## src/rtl/core/pse_pkg.sv

```systemverilog
// ----------------------------------------------------------------------------
// pse_pkg
// Shared types and constants of the postfix stack evaluator: request and
// result payloads, status and operation codes, state encodings.
// ----------------------------------------------------------------------------
package pse_pkg;

  localparam int unsigned STACK_DEPTH = 16;
  localparam int unsigned DATA_W      = 64;
  localparam int unsigned CNT_W       = $clog2(STACK_DEPTH + 1);
  localparam int unsigned ADDR_W      = $clog2(STACK_DEPTH);
  localparam int unsigned IT_W        = $clog2(DATA_W);

  localparam logic REQ_OPERAND   = 1'b0;
  localparam logic REQ_OPERATION = 1'b1;

  typedef enum logic [2:0] {
    OP_ADD = 3'd0,
    OP_SUB = 3'd1,
    OP_MUL = 3'd2,
    OP_DIV = 3'd3,
    OP_MOD = 3'd4
  } pse_op_e;

  typedef enum logic [2:0] {
    STAT_OK        = 3'd0,
    STAT_MALFORMED = 3'd1,
    STAT_DIVZERO   = 3'd2,
    STAT_OVERFLOW  = 3'd3,
    STAT_FULL      = 3'd4
  } pse_status_e;

  typedef struct packed {
    logic               req_type;
    logic signed [63:0] operand_value;
    logic [2:0]         op_code;
    logic               last_token;
  } pse_req_t;

  typedef struct packed {
    logic signed [63:0] result_value;
    pse_status_e        status;
  } pse_rsp_t;

  typedef struct packed {
    logic       start;
    logic [2:0] op_code;
  } pse_alu_ctl_t;

  typedef struct packed {
    logic        done;
    pse_status_e status;
  } pse_alu_rsp_t;

  typedef enum logic [1:0] {
    ST_IDLE,
    ST_FETCH,
    ST_EXEC,
    ST_FINISH
  } pse_state_e;

  typedef enum logic [2:0] {
    AL_IDLE,
    AL_ADD,
    AL_MUL,
    AL_DIV,
    AL_FIX,
    AL_DONE
  } pse_alu_state_e;

endpackage

```

## src/rtl/core/pse_ram.sv

```systemverilog
// ----------------------------------------------------------------------------
// pse_ram
// Generic single-write, single-read RAM with registered read data.
// ----------------------------------------------------------------------------
module pse_ram #(
  parameter int unsigned WIDTH = 64,
  parameter int unsigned DEPTH = 16
) (
  input  logic                     clk_i,
  input  logic                     wr_en_i,
  input  logic [$clog2(DEPTH)-1:0] wr_addr_i,
  input  logic [WIDTH-1:0]         wr_data_i,
  input  logic                     rd_en_i,
  input  logic [$clog2(DEPTH)-1:0] rd_addr_i,
  output logic [WIDTH-1:0]         rd_data_o
);

  logic [WIDTH-1:0] mem_q [DEPTH];
  logic [WIDTH-1:0] rd_data_q;

  always_ff @(posedge clk_i) begin
    if (wr_en_i) begin
      mem_q[wr_addr_i] <= wr_data_i;
    end
    if (rd_en_i) begin
      rd_data_q <= mem_q[rd_addr_i];
    end
  end

  assign rd_data_o = rd_data_q;

endmodule

```

## src/rtl/core/pse_alu.sv

```systemverilog
// ----------------------------------------------------------------------------
// pse_alu
// Iterative arithmetic unit: add, subtract, radix-2 multiply, restoring
// divide and remainder, all on one shared 66-bit adder, with exact
// overflow detection for 64-bit signed results.
// ----------------------------------------------------------------------------
module pse_alu (
  input  logic                  clk_i,
  input  logic                  rst_ni,
  input  pse_pkg::pse_alu_ctl_t ctl_i,
  input  logic [63:0]           opa_i,
  input  logic [63:0]           opb_i,
  output pse_pkg::pse_alu_rsp_t rsp_o,
  output logic [63:0]           res_o
);

  pse_pkg::pse_alu_state_e state_q, state_d;
  logic [2:0]                  op_q, op_d;
  logic                        an_q, an_d, bn_q, bn_d;
  logic [64:0]                 acc_q, acc_d;
  logic [63:0]                 shf_q, shf_d;
  logic [63:0]                 opd_q, opd_d;
  logic                        ovf_q, ovf_d;
  logic [pse_pkg::IT_W-1:0]    it_q, it_d;
  logic [63:0]                 res_q, res_d;
  pse_pkg::pse_status_e        st_q, st_d;

  logic [65:0] add_x, add_y, add_sum;
  logic        add_sub;
  logic [63:0] mag_a, mag_b;
  logic        neg;
  logic        last_it;

  assign mag_a   = opa_i[63] ? (64'd0 - opa_i) : opa_i;
  assign mag_b   = opb_i[63] ? (64'd0 - opb_i) : opb_i;
  assign neg     = an_q ^ bn_q;
  assign last_it = (it_q == pse_pkg::IT_W'(pse_pkg::DATA_W - 1));

  always_comb begin
    add_x   = '0;
    add_y   = '0;
    add_sub = 1'b0;
    unique case (state_q)
      pse_pkg::AL_ADD: begin
        add_x   = {{2{opd_q[63]}}, opd_q};
        add_y   = {{2{shf_q[63]}}, shf_q};
        add_sub = (op_q == pse_pkg::OP_SUB);
      end
      pse_pkg::AL_MUL: begin
        add_x = {1'b0, acc_q[63:0], 1'b0};
        add_y = shf_q[63] ? {2'b00, opd_q} : '0;
      end
      pse_pkg::AL_DIV: begin
        add_x   = {1'b0, acc_q[63:0], shf_q[63]};
        add_y   = {2'b00, opd_q};
        add_sub = 1'b1;
      end
      pse_pkg::AL_FIX: begin
        add_sub = 1'b1;
        if (op_q == pse_pkg::OP_MOD) begin
          add_x = {2'b00, opd_q};
          add_y = {2'b00, acc_q[63:0]};
        end else if (op_q == pse_pkg::OP_MUL) begin
          add_y = {2'b00, acc_q[63:0]};
        end else begin
          add_y = {2'b00, shf_q};
        end
      end
      default: begin
      end
    endcase
  end

  assign add_sum = add_x + (add_y ^ {66{add_sub}}) + 66'(add_sub);

  always_comb begin
    state_d = state_q;
    unique case (state_q)
      pse_pkg::AL_IDLE: begin
        if (ctl_i.start) begin
          unique case (ctl_i.op_code) inside
            pse_pkg::OP_ADD, pse_pkg::OP_SUB: state_d = pse_pkg::AL_ADD;
            pse_pkg::OP_MUL:                  state_d = pse_pkg::AL_MUL;
            pse_pkg::OP_DIV, pse_pkg::OP_MOD: begin
              state_d = (opb_i == 64'd0) ? pse_pkg::AL_DONE : pse_pkg::AL_DIV;
            end
            default:                          state_d = pse_pkg::AL_DONE;
          endcase
        end
      end
      pse_pkg::AL_ADD:  state_d = pse_pkg::AL_DONE;
      pse_pkg::AL_MUL,
      pse_pkg::AL_DIV: begin
        if (last_it) state_d = pse_pkg::AL_FIX;
      end
      pse_pkg::AL_FIX:  state_d = pse_pkg::AL_DONE;
      pse_pkg::AL_DONE: state_d = pse_pkg::AL_IDLE;
      default:          state_d = pse_pkg::AL_IDLE;
    endcase
  end

  always_comb begin
    op_d  = op_q;
    an_d  = an_q;
    bn_d  = bn_q;
    acc_d = acc_q;
    shf_d = shf_q;
    opd_d = opd_q;
    ovf_d = ovf_q;
    it_d  = it_q;
    res_d = res_q;
    st_d  = st_q;
    unique case (state_q)
      pse_pkg::AL_IDLE: begin
        if (ctl_i.start) begin
          op_d  = ctl_i.op_code;
          an_d  = opa_i[63];
          bn_d  = opb_i[63];
          acc_d = '0;
          ovf_d = 1'b0;
          it_d  = '0;
          res_d = '0;
          st_d  = pse_pkg::STAT_OK;
          unique case (ctl_i.op_code) inside
            pse_pkg::OP_ADD, pse_pkg::OP_SUB: begin
              opd_d = opa_i;
              shf_d = opb_i;
            end
            pse_pkg::OP_MUL: begin
              opd_d = mag_a;
              shf_d = mag_b;
            end
            pse_pkg::OP_DIV, pse_pkg::OP_MOD: begin
              opd_d = mag_b;
              shf_d = mag_a;
              if (opb_i == 64'd0) st_d = pse_pkg::STAT_DIVZERO;
            end
            default: begin
            end
          endcase
        end
      end
      pse_pkg::AL_ADD: begin
        res_d = add_sum[63:0];
        st_d  = (add_sum[65] == add_sum[64] && add_sum[64] == add_sum[63]) ?
                pse_pkg::STAT_OK : pse_pkg::STAT_OVERFLOW;
      end
      pse_pkg::AL_MUL: begin
        acc_d = add_sum[64:0];
        ovf_d = ovf_q | add_sum[64] | (add_sum[63] & (|add_sum[62:0]));
        shf_d = {shf_q[62:0], 1'b0};
        it_d  = it_q + pse_pkg::IT_W'(1);
      end
      pse_pkg::AL_DIV: begin
        acc_d = add_sum[65] ? {acc_q[63:0], shf_q[63]} : add_sum[64:0];
        shf_d = {shf_q[62:0], ~add_sum[65]};
        it_d  = it_q + pse_pkg::IT_W'(1);
      end
      pse_pkg::AL_FIX: begin
        case (op_q)
          pse_pkg::OP_MUL: begin
            st_d  = (ovf_q | (~neg & acc_q[63])) ?
                    pse_pkg::STAT_OVERFLOW : pse_pkg::STAT_OK;
            res_d = neg ? add_sum[63:0] : acc_q[63:0];
          end
          pse_pkg::OP_DIV: begin
            st_d  = (~neg & shf_q[63]) ? pse_pkg::STAT_OVERFLOW : pse_pkg::STAT_OK;
            res_d = neg ? add_sum[63:0] : shf_q;
          end
          pse_pkg::OP_MOD: begin
            st_d  = pse_pkg::STAT_OK;
            res_d = (an_q && (|acc_q[63:0])) ? add_sum[63:0] : acc_q[63:0];
          end
          default: begin
          end
        endcase
      end
      default: begin
      end
    endcase
  end

  always_ff @(posedge clk_i or negedge rst_ni) begin
    if (!rst_ni) begin
      state_q <= pse_pkg::AL_IDLE;
    end else begin
      state_q <= state_d;
    end
  end

  always_ff @(posedge clk_i) begin
    op_q  <= op_d;
    an_q  <= an_d;
    bn_q  <= bn_d;
    acc_q <= acc_d;
    shf_q <= shf_d;
    opd_q <= opd_d;
    ovf_q <= ovf_d;
    it_q  <= it_d;
    res_q <= res_d;
    st_q  <= st_d;
  end

  assign rsp_o.done   = (state_q == pse_pkg::AL_DONE);
  assign rsp_o.status = st_q;
  assign res_o        = res_q;

endmodule

```

## src/rtl/core/postfix_stack_evaluator_top.sv

```systemverilog
// ----------------------------------------------------------------------------
// postfix_stack_evaluator_top
// Postfix expression evaluator over signed 64-bit integers: bounded value
// stack in RAM, cached top of stack, iterative shared arithmetic unit.
// ----------------------------------------------------------------------------
//  channel   direction  handshake                  payload
//  request   in         in_valid_i / in_ready_o    in_req_i   (pse_req_t)
//  result    out        out_valid_o / out_ready_i  out_rsp_o  (pse_rsp_t)
//
//  Operand token or ignored token: idle and finish steps. Add or subtract:
//  fetch, execute and finish steps. Multiply, divide, modulo: one pass per
//  operand bit through the shared adder, plus setup, fix-up and write-back.
//  Reset clears count, error, sequencer and output valid; stack RAM is not
//  cleared, the count marks which entries are live.
//  A last token holds in its final step while the previous result waits.
// ----------------------------------------------------------------------------
module postfix_stack_evaluator_top (
  input  logic              clk_i,
  input  logic              rst_ni,
  input  logic              in_valid_i,
  output logic              in_ready_o,
  input  pse_pkg::pse_req_t in_req_i,
  output logic              out_valid_o,
  input  logic              out_ready_i,
  output pse_pkg::pse_rsp_t out_rsp_o
);

  pse_pkg::pse_state_e       state_q, state_d;
  logic [pse_pkg::CNT_W-1:0] cnt_q, cnt_d;
  pse_pkg::pse_status_e      err_q, err_d;
  logic [63:0]               top_q, top_d;
  pse_pkg::pse_req_t         req_q, req_d;
  logic                      out_valid_q, out_valid_d;
  pse_pkg::pse_rsp_t         out_rsp_q, out_rsp_d;

  logic [pse_pkg::CNT_W-1:0]  cnt_m2;
  logic                       ram_we, ram_re;
  logic [pse_pkg::ADDR_W-1:0] ram_waddr, ram_raddr;
  logic [63:0]                ram_wdata, ram_rdata;
  pse_pkg::pse_alu_ctl_t      alu_ctl;
  pse_pkg::pse_alu_rsp_t      alu_rsp;
  logic [63:0]                alu_res;
  pse_pkg::pse_status_e       fin_status;
  logic                       short_path;
  logic                       slot_free;

  assign cnt_m2     = cnt_q - pse_pkg::CNT_W'(2);
  assign slot_free  = ~out_valid_q | out_ready_i;
  assign short_path = (err_q != pse_pkg::STAT_OK) ||
                      (in_req_i.req_type == pse_pkg::REQ_OPERAND) ||
                      (cnt_q < pse_pkg::CNT_W'(2));
  assign fin_status = (err_q != pse_pkg::STAT_OK) ? err_q :
                      (cnt_q == '0) ? pse_pkg::STAT_MALFORMED : pse_pkg::STAT_OK;

  pse_ram #(
    .WIDTH (pse_pkg::DATA_W),
    .DEPTH (pse_pkg::STACK_DEPTH)
  ) u_stack (
    .clk_i     (clk_i),
    .wr_en_i   (ram_we),
    .wr_addr_i (ram_waddr),
    .wr_data_i (ram_wdata),
    .rd_en_i   (ram_re),
    .rd_addr_i (ram_raddr),
    .rd_data_o (ram_rdata)
  );

  assign alu_ctl.start   = (state_q == pse_pkg::ST_FETCH);
  assign alu_ctl.op_code = req_q.op_code;

  pse_alu u_alu (
    .clk_i  (clk_i),
    .rst_ni (rst_ni),
    .ctl_i  (alu_ctl),
    .opa_i  (ram_rdata),
    .opb_i  (top_q),
    .rsp_o  (alu_rsp),
    .res_o  (alu_res)
  );

  always_comb begin
    state_d = state_q;
    unique case (state_q)
      pse_pkg::ST_IDLE: begin
        if (in_valid_i) begin
          state_d = short_path ? pse_pkg::ST_FINISH : pse_pkg::ST_FETCH;
        end
      end
      pse_pkg::ST_FETCH: state_d = pse_pkg::ST_EXEC;
      pse_pkg::ST_EXEC: begin
        if (alu_rsp.done) state_d = pse_pkg::ST_FINISH;
      end
      pse_pkg::ST_FINISH: begin
        if (!req_q.last_token || slot_free) state_d = pse_pkg::ST_IDLE;
      end
      default: state_d = pse_pkg::ST_IDLE;
    endcase
  end

  always_comb begin
    ram_we      = 1'b0;
    ram_waddr   = cnt_q[pse_pkg::ADDR_W-1:0];
    ram_wdata   = in_req_i.operand_value;
    ram_re      = 1'b0;
    ram_raddr   = cnt_m2[pse_pkg::ADDR_W-1:0];
    cnt_d       = cnt_q;
    err_d       = err_q;
    top_d       = top_q;
    req_d       = req_q;
    out_valid_d = out_valid_q & ~out_ready_i;
    out_rsp_d   = out_rsp_q;
    unique case (state_q)
      pse_pkg::ST_IDLE: begin
        if (in_valid_i) begin
          req_d = in_req_i;
          if (err_q == pse_pkg::STAT_OK) begin
            if (in_req_i.req_type == pse_pkg::REQ_OPERAND) begin
              if (cnt_q == pse_pkg::CNT_W'(pse_pkg::STACK_DEPTH)) begin
                err_d = pse_pkg::STAT_FULL;
              end else begin
                ram_we = 1'b1;
                top_d  = in_req_i.operand_value;
                cnt_d  = cnt_q + pse_pkg::CNT_W'(1);
              end
            end else if (cnt_q < pse_pkg::CNT_W'(2)) begin
              err_d = pse_pkg::STAT_MALFORMED;
            end else begin
              ram_re = 1'b1;
            end
          end
        end
      end
      pse_pkg::ST_FETCH: begin
      end
      pse_pkg::ST_EXEC: begin
        if (alu_rsp.done) begin
          if (alu_rsp.status == pse_pkg::STAT_OK) begin
            cnt_d     = cnt_q - pse_pkg::CNT_W'(1);
            ram_we    = 1'b1;
            ram_waddr = cnt_m2[pse_pkg::ADDR_W-1:0];
            ram_wdata = alu_res;
            top_d     = alu_res;
          end else begin
            err_d = alu_rsp.status;
          end
        end
      end
      pse_pkg::ST_FINISH: begin
        if (req_q.last_token && slot_free) begin
          out_valid_d            = 1'b1;
          out_rsp_d.status       = fin_status;
          out_rsp_d.result_value = (fin_status == pse_pkg::STAT_OK) ? top_q : 64'd0;
          cnt_d                  = '0;
          err_d                  = pse_pkg::STAT_OK;
        end
      end
      default: begin
      end
    endcase
  end

  always_ff @(posedge clk_i or negedge rst_ni) begin
    if (!rst_ni) begin
      state_q     <= pse_pkg::ST_IDLE;
      cnt_q       <= '0;
      err_q       <= pse_pkg::STAT_OK;
      out_valid_q <= 1'b0;
    end else begin
      state_q     <= state_d;
      cnt_q       <= cnt_d;
      err_q       <= err_d;
      out_valid_q <= out_valid_d;
    end
  end

  always_ff @(posedge clk_i) begin
    top_q     <= top_d;
    req_q     <= req_d;
    out_rsp_q <= out_rsp_d;
  end

  assign in_ready_o  = (state_q == pse_pkg::ST_IDLE);
  assign out_valid_o = out_valid_q;
  assign out_rsp_o   = out_rsp_q;

  a_cnt_bound: assert property (@(posedge clk_i) disable iff (!rst_ni)
    cnt_q <= pse_pkg::CNT_W'(pse_pkg::STACK_DEPTH))
    else $error("stack count beyond depth");

  a_err_zero: assert property (@(posedge clk_i) disable iff (!rst_ni)
    out_valid_q && (out_rsp_q.status != pse_pkg::STAT_OK) |->
      out_rsp_q.result_value == 64'sd0)
    else $error("error result carries nonzero value");

  a_alu_start: assert property (@(posedge clk_i) disable iff (!rst_ni)
    alu_ctl.start |-> (cnt_q >= pse_pkg::CNT_W'(2)) && (err_q == pse_pkg::STAT_OK))
    else $error("operation started without two operands");

  a_done_exec: assert property (@(posedge clk_i) disable iff (!rst_ni)
    alu_rsp.done |-> state_q == pse_pkg::ST_EXEC)
    else $error("arithmetic unit finished outside execute step");

  a_no_result: assert property (@(posedge clk_i) disable iff (!rst_ni)
    (state_q == pse_pkg::ST_FINISH) && !req_q.last_token |=>
      (state_q == pse_pkg::ST_IDLE) && (out_valid_q == $past(out_valid_d)))
    else $error("non-final token left finish step wrongly");

endmodule
```

## config.mk

```make
export PLATFORM = sky130hd
export DESIGN_NAME = postfix_stack_evaluator_top
export DESIGN_NICKNAME = d
export VERILOG_FILES = /design/src/rtl/core/pse_pkg.sv /design/src/rtl/core/pse_ram.sv /design/src/rtl/core/pse_alu.sv /design/src/rtl/core/postfix_stack_evaluator_top.sv
export SDC_FILE = /design/constraint.sdc
export NUM_CORES = 2
export LEC_CHECK = 0
export BUFFER_PORTS_ARGS = -buffer_cell sky130_fd_sc_hd__buf_2
export CAP_MARGIN = 20
export CORE_ASPECT_RATIO = 1.1
export CORE_MARGIN = 2
export CORE_UTILIZATION = 52
export CTS_BUF_LIST = sky130_fd_sc_hd__clkbuf_4
export CTS_CLUSTER_SIZE = 30
export DETAILED_ROUTE_END_ITERATION = 10
export GPL_TIMING_DRIVEN = 0
export PLACE_DENSITY = 0.66
export RECOVER_POWER = 100
export SYNTH_ARGS = -nofsm -noshare
export SYNTH_HDL_FRONTEND = slang
export SYNTH_HIERARCHICAL = 1
export SYNTH_SLANG_ARGS = --single-unit
```

## constraint.sdc

```tcl
create_clock -name clk_i -period 9.9 [get_ports clk_i]
set_clock_uncertainty 0.2 [all_clocks]
set_input_delay 0.495 -clock clk_i [delete_from_list [all_inputs] [get_ports clk_i]]
set_output_delay 0.495 -clock clk_i [all_outputs]
set_load 0.02 [all_outputs]
```

==> results by group <==
Run status
  – Status: finished, violations left
  – Violated checks: DRC, capacitance limit, slew limit

Finish
  – Non-Filler Instances: 8019
  – Layout cells sized above 1: 17.2%
  – Filler instances: 10900
  – Area Overhead vs Synth: 13.1%
  – Layout Nets: 6076

Yosys
  – Synth Net Count: 5309
  – FF+latch count, synth: 1507
  – Post-synthesis compound-gate area fraction: 12.4%
  – Syn avg cell area: 14.0 um^2
  – Synth top area share: 62.0%
  – EDFF count, synth: 1493
  – Main synth FF type: edfxtp_1
  – Ranking of synthesized cells by area: edfxtp_1 62%, mux4_2 8.0%, a21oi_1 2.1%
  – Yosys cell types: 113
  – Xor and xnor fraction of the mapped netlist area: 3.11%
  – Main combinational cell family by area after synthesis: compound AO/OA/AOI/OAI gates
  – Post-synthesis mux area share: 10.6%
  – Warnings from Yosys: 6
  – Post-synthesis adder-cell area fraction: 1.37%
  – Share of flip-flops with an asynchronous set or reset: 0.929%
  – Post-synth top area cell: edfxtp_1
  – Register area share after synthesis: 62.5%
  – Post-Synth Simple-Gate Area: 7.65%
  – Synthesized area: 0.0723 mm^2
  – Mapped Cells: 5158

Die
  – Initial Utilization: 52.3%
  – Boundary pin count: 142
  – # rows: 143
  – Die Y-Extent: 395 um
  – Placeable core region: 0.138 mm^2
  – Die width: 359 um
  – Die area: 0.142 mm^2

Setup path
  – Slowest stage delay, CP: 1.44 ns
  – Most frequent CP cell: clkbuf_1
  – Worst Path Max Fanout: 10
  – Critical Path Sink Type: register
  – Top delay family on crit path: simple AND/OR/NAND/NOR gates
  – Worst path bufs/invs: 4
  – R2R Path Start: u_alu/state_q[2]
  – Crit path kind: register to register
  – Crit path from: u_alu/state_q[2]
  – CP max-delay cell: o311ai_0
  – Data required, critical path: 10.74 ns
  – CP cell instances: clkbuf_1 > nand2b_1 > o311ai_2 > clkbuf_1 > clkbuf_1 > xnor2_1 > ha_1 > clkbuf_1 > a21o_1 > a31oi_1 > mux2i_1 > and4_1 > nor2_1 > o311ai_0 > nor3b_1 > nand4_1 > nor4_1 > nand2_1 > nor3_1 > a21oi_1
  – Worst EP arrival: 10.61 ns
  – Startpoint types: register

Routing
  – Routed via count: 53800
  – Wire per inst: 35.9 um
  – Drt first pass iters: 11
  – Initial DRC count: 7680
  – Routed Antenna Nets: 0
  – WL final: 288000 um
  – Final routed DRC violation total: 2
  – Vias per cell: 6.71

GRT
  – First-pass GRT wire length: 398000 um
  – Met1 Use GR: 50.2%
  – GRT Util Overall: 40.3%
  – Initial antenna violation count: 35
  – Vias in the first global route: 52100
  – Most Crowded Layer GR: met2
  – Largest net degree at the start of global routing: 43
  – Met3 usage: 8.26%
  – Total grt overflow: 0
  – M2 GR Usage: 64.6%

Pwr
  – Combinational share of power: 1.3%
  – VDD IR max: 0.177 mV
  – Leak pwr: 26.4 nW
  – Cell-internal power: 9.71 mW
  – Sw Ratio: 21.2%
  – Pwr Total: 12.3 mW
  – Clock power share: 42.1%
  – Power Density: 151 mW/mm^2
  – NetSw: 2.62 mW
  – Seq pwr share: 56.6%

Place
  – Port-buffer cells: 141
  – Final GP Congestion: 1.03
  – Placement Setup Slack: -0.204 ns
  – DP HPWL: 217000 um
  – Placed insts: 7207

STA
  – Final hold viol count: 0
  – Slew @ Worst Pin: 2.78 ns
  – Setup slack after layout: 0.131 ns
  – Final setup viols: 0
  – Max_slew headroom: -85.8%
  – Share of the clock period used by the worst path: 98.7%
  – Minimum clock period: 9.77 ns
  – RSZ-0062 raised after global routing: false
  – Final Hold Slack: 0.181 ns
  – Fin. max-slew vios: 1032
  – Max Freq: 0.102 GHz

Clock network
  – Total CTS buffers: 379
  – CTS tree: done
  – Clock root buffer: clkbuf_4
  – Clock transition at the registers of the reported paths: 0.06 ns
  – Maximum clock insertion buffer count: 4
  – Clk Latency, worst-skew pair: 1.36 ns
  – Clock sinks: 1507
  – CTS H-tree depth: 5

Hold path
  – Worst hold path type: input pin to register
  – Worst hold start: in_req_i[68]

Job
  – Max-cap violations: 46
## cell usage in the layout (no fill, tap or decap), types with 70 or more instances in the layout
master / Yosys / layout
a221oi_1: 74 / 74
clkbuf_4: 0 / 532
a22o_1: 74 / 74
a21oi_1: 304 / 305
dlygate4sd3_1: 1 / 146
nand2_1: 395 / 396
nor2_1: 373 / 372
mux2_2: 135 / 70
xor2_1: 90 / 90
a22oi_1: 156 / 156
mux4_2: 256 / 256
edfxtp_1: 1493 / 1493
o21ai_0: 259 / 259
clkinv_1: 1 / 85
ha_1: 76 / 76
buf_2: 24 / 92
xnor2_1: 165 / 165
clkbuf_1: 276 / 449
## area by class of cell
type,instances,area (um^2),share of cell area (%)
diodes,16,40.0,0.0490
plain buffers,357,1500,1.84
clock buffers,532,3990,4.89
clock inverters,115,668,0.817
inverters,45,169,0.207
multi-input cells,3249,25300,31.0
flip-flops and latches,1507,45200,55.3
well taps,1812,2270,2.77
repair buffers,386,2580,3.15
## flip-flops by register name, indices dropped and copies added (netlist names), 2 cells and up
signal	flops
state_q	2
u_alu/state_q	3
u_alu/acc_q	64
out_rsp_o	67
u_alu/opd_q	64
u_alu/shf_q	64
u_alu/st_q	2
u_stack/rd_data_o	64
u_alu/res_o	64
u_alu/it_q	6
u_alu/op_q	3
cnt_q	5
top_q	64
alu_ctl	3
err_q	3
u_stack/mem_q	1024
## through the flow
step | cell area [um^2] | utilization [%] | setup TNS [ns]
3_3_place_gp | 75300 | 54.5 | -1324.22
4_1_cts | 83100 | 60.2 | 0
6_report | 81700 | 59.2 | 0
2_1_floorplan | 72300 | - | 0
3_5_place_dp | 77000 | 55.8 | -0.204
5_1_grt | 81700 | 59.2 | 0
## power groups by stage
stage          combinational [mW]  sequential (mW)  clock, mW
2_1_floorplan              0.0435             7.11          0
6_report                    0.158             6.97       5.19
3_3_place_gp                0.103             7.11          0
5_1_grt                     0.168             6.97       5.60
3_5_place_dp                0.110             7.11          0
4_1_cts                     0.158             6.97       5.27
## path summary, 6_finish.rpt
path	to	slack, ns	cells after the start
max in group asynchronous	u_alu/state_q[2]	8.66	3
setup reg to reg	u_alu/ovf_q	0.13	20
hold / removal	err_q[0]	0.18	5
hold reg to reg	err_q[0]	0.34	1
min in group asynchronous	cnt_q[2]	0.22	3
setup / recovery	u_alu/ovf_q	0.13	20
## cell families after synthesis
kind of cell | count (synthesis)
buf+inv | 402
flops | 1507
simple gates | 1177
other cells | 1
mux | 426
compound gates | 1311
xor+xnor | 256
fa+ha+maj | 78
## metal layers
metal	share of wire, %	vias up	routed length [um]
li1	-	22400	-
met1	35	26700	102000
met2	47	3839	134000
met3	10	896	29400
met4	7.8	20	22600
met5	0.054	-	157
## repair_timing
action | CTS | global route
endpoints found under the hold margin | 1243 | 0
setup endpoints to repair | 2 | 2
setup buffers | 0 | 0
gates resized for setup | 2 | 3
hold buffers | 145 | 0
## tightest hold or removal path: stages
cell and delay (ns):
dlygate4sd3_1 0.54, buf_2 0.20, nand2_1 0.08, o21ai_0 0.17
mux2_2 0.15
## synthesized netlist by cell type, types with 23 or more instances
master	n
a21oi_1	304
mux2i_1	29
and2_1	74
a221o_1	25
nor3_1	67
nand2_1	395
a22oi_1	156
xnor2_1	165
clkbuf_1	276
xor2_1	90
a221oi_1	74
mux2_2	135
nor2_1	373
mux4_2	256
inv_1	43
a211oi_1	34
o31ai_1	38
o22ai_1	55
or3_1	23
a21o_1	37
a222oi_1	69
nand2b_1	24
o21ai_0	259
edfxtp_1	1493
nor4_1	34
nand3_1	36
a22o_1	74
ha_1	76
buf_2	24
buf_1	33
a31oi_1	25
nand4_1	45
(Power assumes the default switching activity.)
